**src/design/bobc_ram.sv**
```systemverilog
// Generic single-port RAM with registered read.
`default_nettype none
module bobc_ram #(
  parameter int unsigned WIDTH = 8,
  parameter int unsigned DEPTH = 16,
  localparam int unsigned AW = (DEPTH > 1) ? $clog2(DEPTH) : 1
) (
  input  wire logic             clk_i,
  input  wire logic             we_i,
  input  wire logic [AW-1:0]    addr_i,
  input  wire logic [WIDTH-1:0] wdata_i,
  output logic      [WIDTH-1:0] rdata_o
);

  logic [WIDTH-1:0] mem_q [DEPTH];

  always_ff @(posedge clk_i) begin
    if (we_i) begin
      mem_q[addr_i] <= wdata_i;
    end
    rdata_o <= mem_q[addr_i];
  end

endmodule
`default_nettype wire
```
**config.mk**
```make
export PLATFORM = sky130hd
export DESIGN_NAME = bobc_ram
export DESIGN_NICKNAME = d
export VERILOG_FILES = /design/src/design/bobc_ram.sv
export SDC_FILE = /design/constraint.sdc
export NUM_CORES = 1
export LEC_CHECK = 0
export ABC_AREA = 1
export BUFFER_PORTS_ARGS = -buffer_cell sky130_fd_sc_hd__buf_4
export CAP_MARGIN = 20
export CORE_UTILIZATION = 35
export CTS_CLUSTER_SIZE = 25
export DETAILED_ROUTE_END_ITERATION = 8
export GPL_TIMING_DRIVEN = 0
export HOLD_SLACK_MARGIN = 0.06
export PLACE_DENSITY = 0.48
export SLEW_MARGIN = 20
export SYNTH_ARGS = -nofsm -noshare
export SYNTH_HDL_FRONTEND = slang
export SYNTH_SLANG_ARGS = --single-unit
export TNS_END_PERCENT = 30
```
**constraint.sdc**
```tcl
create_clock -name clk_i -period 1.92 [get_ports clk_i]
set_input_delay 0.192 -clock clk_i [delete_from_list [all_inputs] [get_ports clk_i]]
set_output_delay 0.192 -clock clk_i [all_outputs]
set_load 0.005 [all_outputs]
```
# == Yosys cells after proc, flatten, opt, wreduce, memory -nomap -nowiden ==
# Memory sizes are Yosys's and may differ from the RTL's. A register that Yosys moved wholly into a read port is not among the register bits.
# Index checks and enable logic that the tools add are counted.
# totals
ram_bits,128
n_memories,1
input_bits,14
output_inout_bits,8
elab_cells,3
register_bits,0
# classes
n_mux,2
# mem_list
name,words,width,rd,rd_ports_with_merged_regs,write_ports,line_no,rtl
mem_q,16,8,1,1,1,15,logic [WIDTH-1:0] mem_q [DEPTH];
# ops
operator,count
1-bit two-way mux,2

# == Longest topological paths before layout ==
# depth
ltp_word,2
ltp_mapped,11

# == Worst setup path before layout ==
# No wires, ideal clock.
# synth_timing
path_type,input to register
startpoint,input addr_i[1]
endpoint,"memory mem_q[3][0], enable pin"
t_arrival_ns,1.199
path_slack_ns,0.351
required_ns,1.550
stages,4
path_buffers,2
setup_time_ns,0.370
cell_sequence,buf_2 -> clkbuf_1 -> nand3_1 -> nor2_1
# synth_rtl
item,line_no,rtl
start: declaration,10,"input wire logic [AW-1:0] addr_i,"
end: declaration,15,
# No word-level cell before the write port.

# == Final worst setup path ==
# layout_timing
startpoint,input addr_i[1]
endpoint,"memory mem_q[3][2], enable pin"
# No word-level cell before the write port.

==> summary.md <==
| Metric | Value |
|---|---|
| Worst r2r path cells | `8` |
| Area delta synth->final | `17.5%` |
| Post_cts resized | `0` |
| Worst Max-Slew Pin Slew | `801 ps` |
| Initial antenna violation count | `0` |
| Width of the die | `128 µm` |
| Worst hold path depth | `1` |
| Storage element area | `0.00400 mm²` |
| Post-route design area | `0.00657 mm²` |
| Core area | `0.0154 mm²` |
| CP max-delay cell | `nor2_1` |
| CP startpoint kind | `input port` |
| DRT iter0 DRCs | `265` |
| Grt total ovfl | `0` |
| Layout cell share with drive strength beyond 1 | `0.105` |
| FF+latch count, synth | `136` |
| CP Class | `in -> reg` |
| Synth area leaders | `edfxtp_1 (69%), nand2_1 (23%), dfxtp_1 (2.9%), inv_1 (1.4%), nor2_1 (1.2%)` |
| Vias in the first global route | `3570` |
| Clock root buffer | `clkbuf_16` |
| # fillers | `1503` |
| Area share of the largest cell type after synthesis | `0.687` |
| Area of placed instances | `0.00601 mm²` |
| Status | `finished clean` |
| WL final | `13300 µm` |
| Most common cell after layout, fill and taps aside | `nand2_1` |
| Total iterations of the first detailed-routing run | `4` |
| Maximum fanout along the worst path | `10` |
| Min-delay worst type | `in -> reg` |
| GRT Util Overall | `0.180` |
| H-Tree Level Count | `4` |
| Postcts setup bufs | `0` |
| Lkg Pwr | `2.79 nW` |
| Vias per std cell | `4.49` |
| Final critical-path share of the clock period | `0.934` |
| Minimum clock period | `1790 ps` |
| Clock transition at path regs | `60 ps` |
| Netlist cell types | `11` |
| Row cnt | `45` |
| Syn Inst Count | `548` |
| Synth area leader | `edfxtp_1` |
| Hold Slack | `133 ps` |
| CTS sink count | `136` |
| HPWL Detailed | `8600 µm` |
| Reg2reg setup slack | `880 ps` |
| I/O pins | `22` |
| Largest net degree at the start of global routing | `17` |
| RSZ-0062 raised after global routing | `no` |
| Placed insts | `779` |
| Fmax achieved | `558 MHz` |
| Slowest Stage Delay on Critical Path | `710 ps` |
| Pwr dens | `1050 mW/mm²` |
| Buf/Inv on CP | `2` |
| First-pass GRT wire length | `20800 µm` |
| Final Skew | `6.92 ps` |
| PortBufs | `20` |
| Worst reg2reg startpoint | `mem_q[7][0]` |
| Worst path top cell family by delay | `simple AND/OR/NAND/NOR gates` |
| Synth Area per Inst | `10.2 µm²` |
| Die ar. | `0.0165 mm²` |
| DRC violations left | `0` |
| Post-layout util | `0.428` |
| CTS tree | `yes` |
| WL per Instance | `16.4 µm` |
| Initial core utilization | `0.364` |
| ANT cells | `0` |
| Fin cells | `810` |
| Multi-input logic area | `0.00139 mm²` |
| Sequential share of the synthesized area | `0.716` |
| Yosys warning total | `0` |
| CTS max path bufs | `2` |
| Die extent in y | `128 µm` |
| Most frequent cells in the layout | `nand2_1 (346), edfxtp_1 (128), buf_4 (26)` |
| Worst setup EP type | `flip-flop` |
| Vias | `3640` |
| Synthesized net count | `562` |
| Fin nets | `601` |
| Max_cap viols | `0` |
| Total CTS buffers | `17` |
| Critical path cell sequence | `buf_2 > clkbuf_1 > nand3_1 > nor2_1` |
| Worst EP arrival | `1840 ps` |
| Peak supply drop | `783 µV` |
| HP Start | `wdata_i[2]` |
| Antenna Nets Post-Route | `0` |
| Final setup viols | `0` |
| Reg-to-Reg End | `rdata_o[0]` |
| Final slew viol count | `0` |
| Post-Syn Area | `0.00559 mm²` |
| CP required | `1960 ps` |
| Cts hold-fix bufs | `0` |
| Hold path endpoint | `mem_q[2][2]` |
| Clock latency on the worst-skew pair | `420 ps` |
| Worst rel slew slack | `0.464` |
| Fin. Hold Viols | `0` |
| Final Wtd Congestion | `0.755` |
worst max-delay path by stage:
stage | from | end | slack [ps] | cells past startpoint
CTS | addr_i[1] | mem_q[10][1] | 140 | 4
floorplan | addr_i[1] | mem_q[3][0] | 350 | 4
finish | addr_i[1] | mem_q[3][2] | 130 | 4
global route | addr_i[1] | mem_q[10][4] | 20 | 4
global placement | addr_i[1] | mem_q[2][3] | -260 | 4
detailed placement | addr_i[1] | mem_q[10][5] | -300 | 4
per-stage QoR:
stage | power, W | worst slack, ps | TNS, ps
2_1_floorplan | 0.00363 | 351 | 0
3_5_place_dp | 0.00383 | -297 | -27310
3_3_place_gp | 0.00383 | -259 | -21920
6_report | 0.00691 | 127 | 0
4_1_cts | 0.00698 | 143 | 0
5_1_grt | 0.00717 | 18.5 | 0
state kept, by name (all words and copies together), names as in the netlist:
register,count
mem_q,128
rdata_o,8
power breakdown:
| part | internal (W) | switching, W |
|---|---|---|
| sequential | 0.00332 | 0.0000164 |
| clock | 0.00200 | 0.00115 |
| combinational | 0.000131 | 0.000298 |
area by class of cell:
class	count	area share
sequential	136	0.609
multi-input combinational	368	0.211
clock buffer	19	0.0659
tap	211	0.0402
timing repair buffer	20	0.0228
clock inverter	12	0.0204
buffer	21	0.0177
inverter	23	0.0131
cell usage after synthesis, drive strengths merged:
cell type	count
nor2	18
dfxtp	8
clkbuf	3
nand3	4
edfxtp	128
buf	18
clkinv	1
nand2	346
inv	22
layer usage:
metal  share of wire  vias to the layer above  track usage
li1                -                     1829            -
met1            0.48                     1750        0.243
met3           0.036                        4       0.0462
met2            0.48                       57        0.281
met5               0                        -            0
met4          0.0081                        0       0.0630
cells by family after synthesis:
group | share of synthesized area
flops | 0.716
buf+inv | 0.0362
simple gates | 0.248
Power figures use the tool's default switching activity.
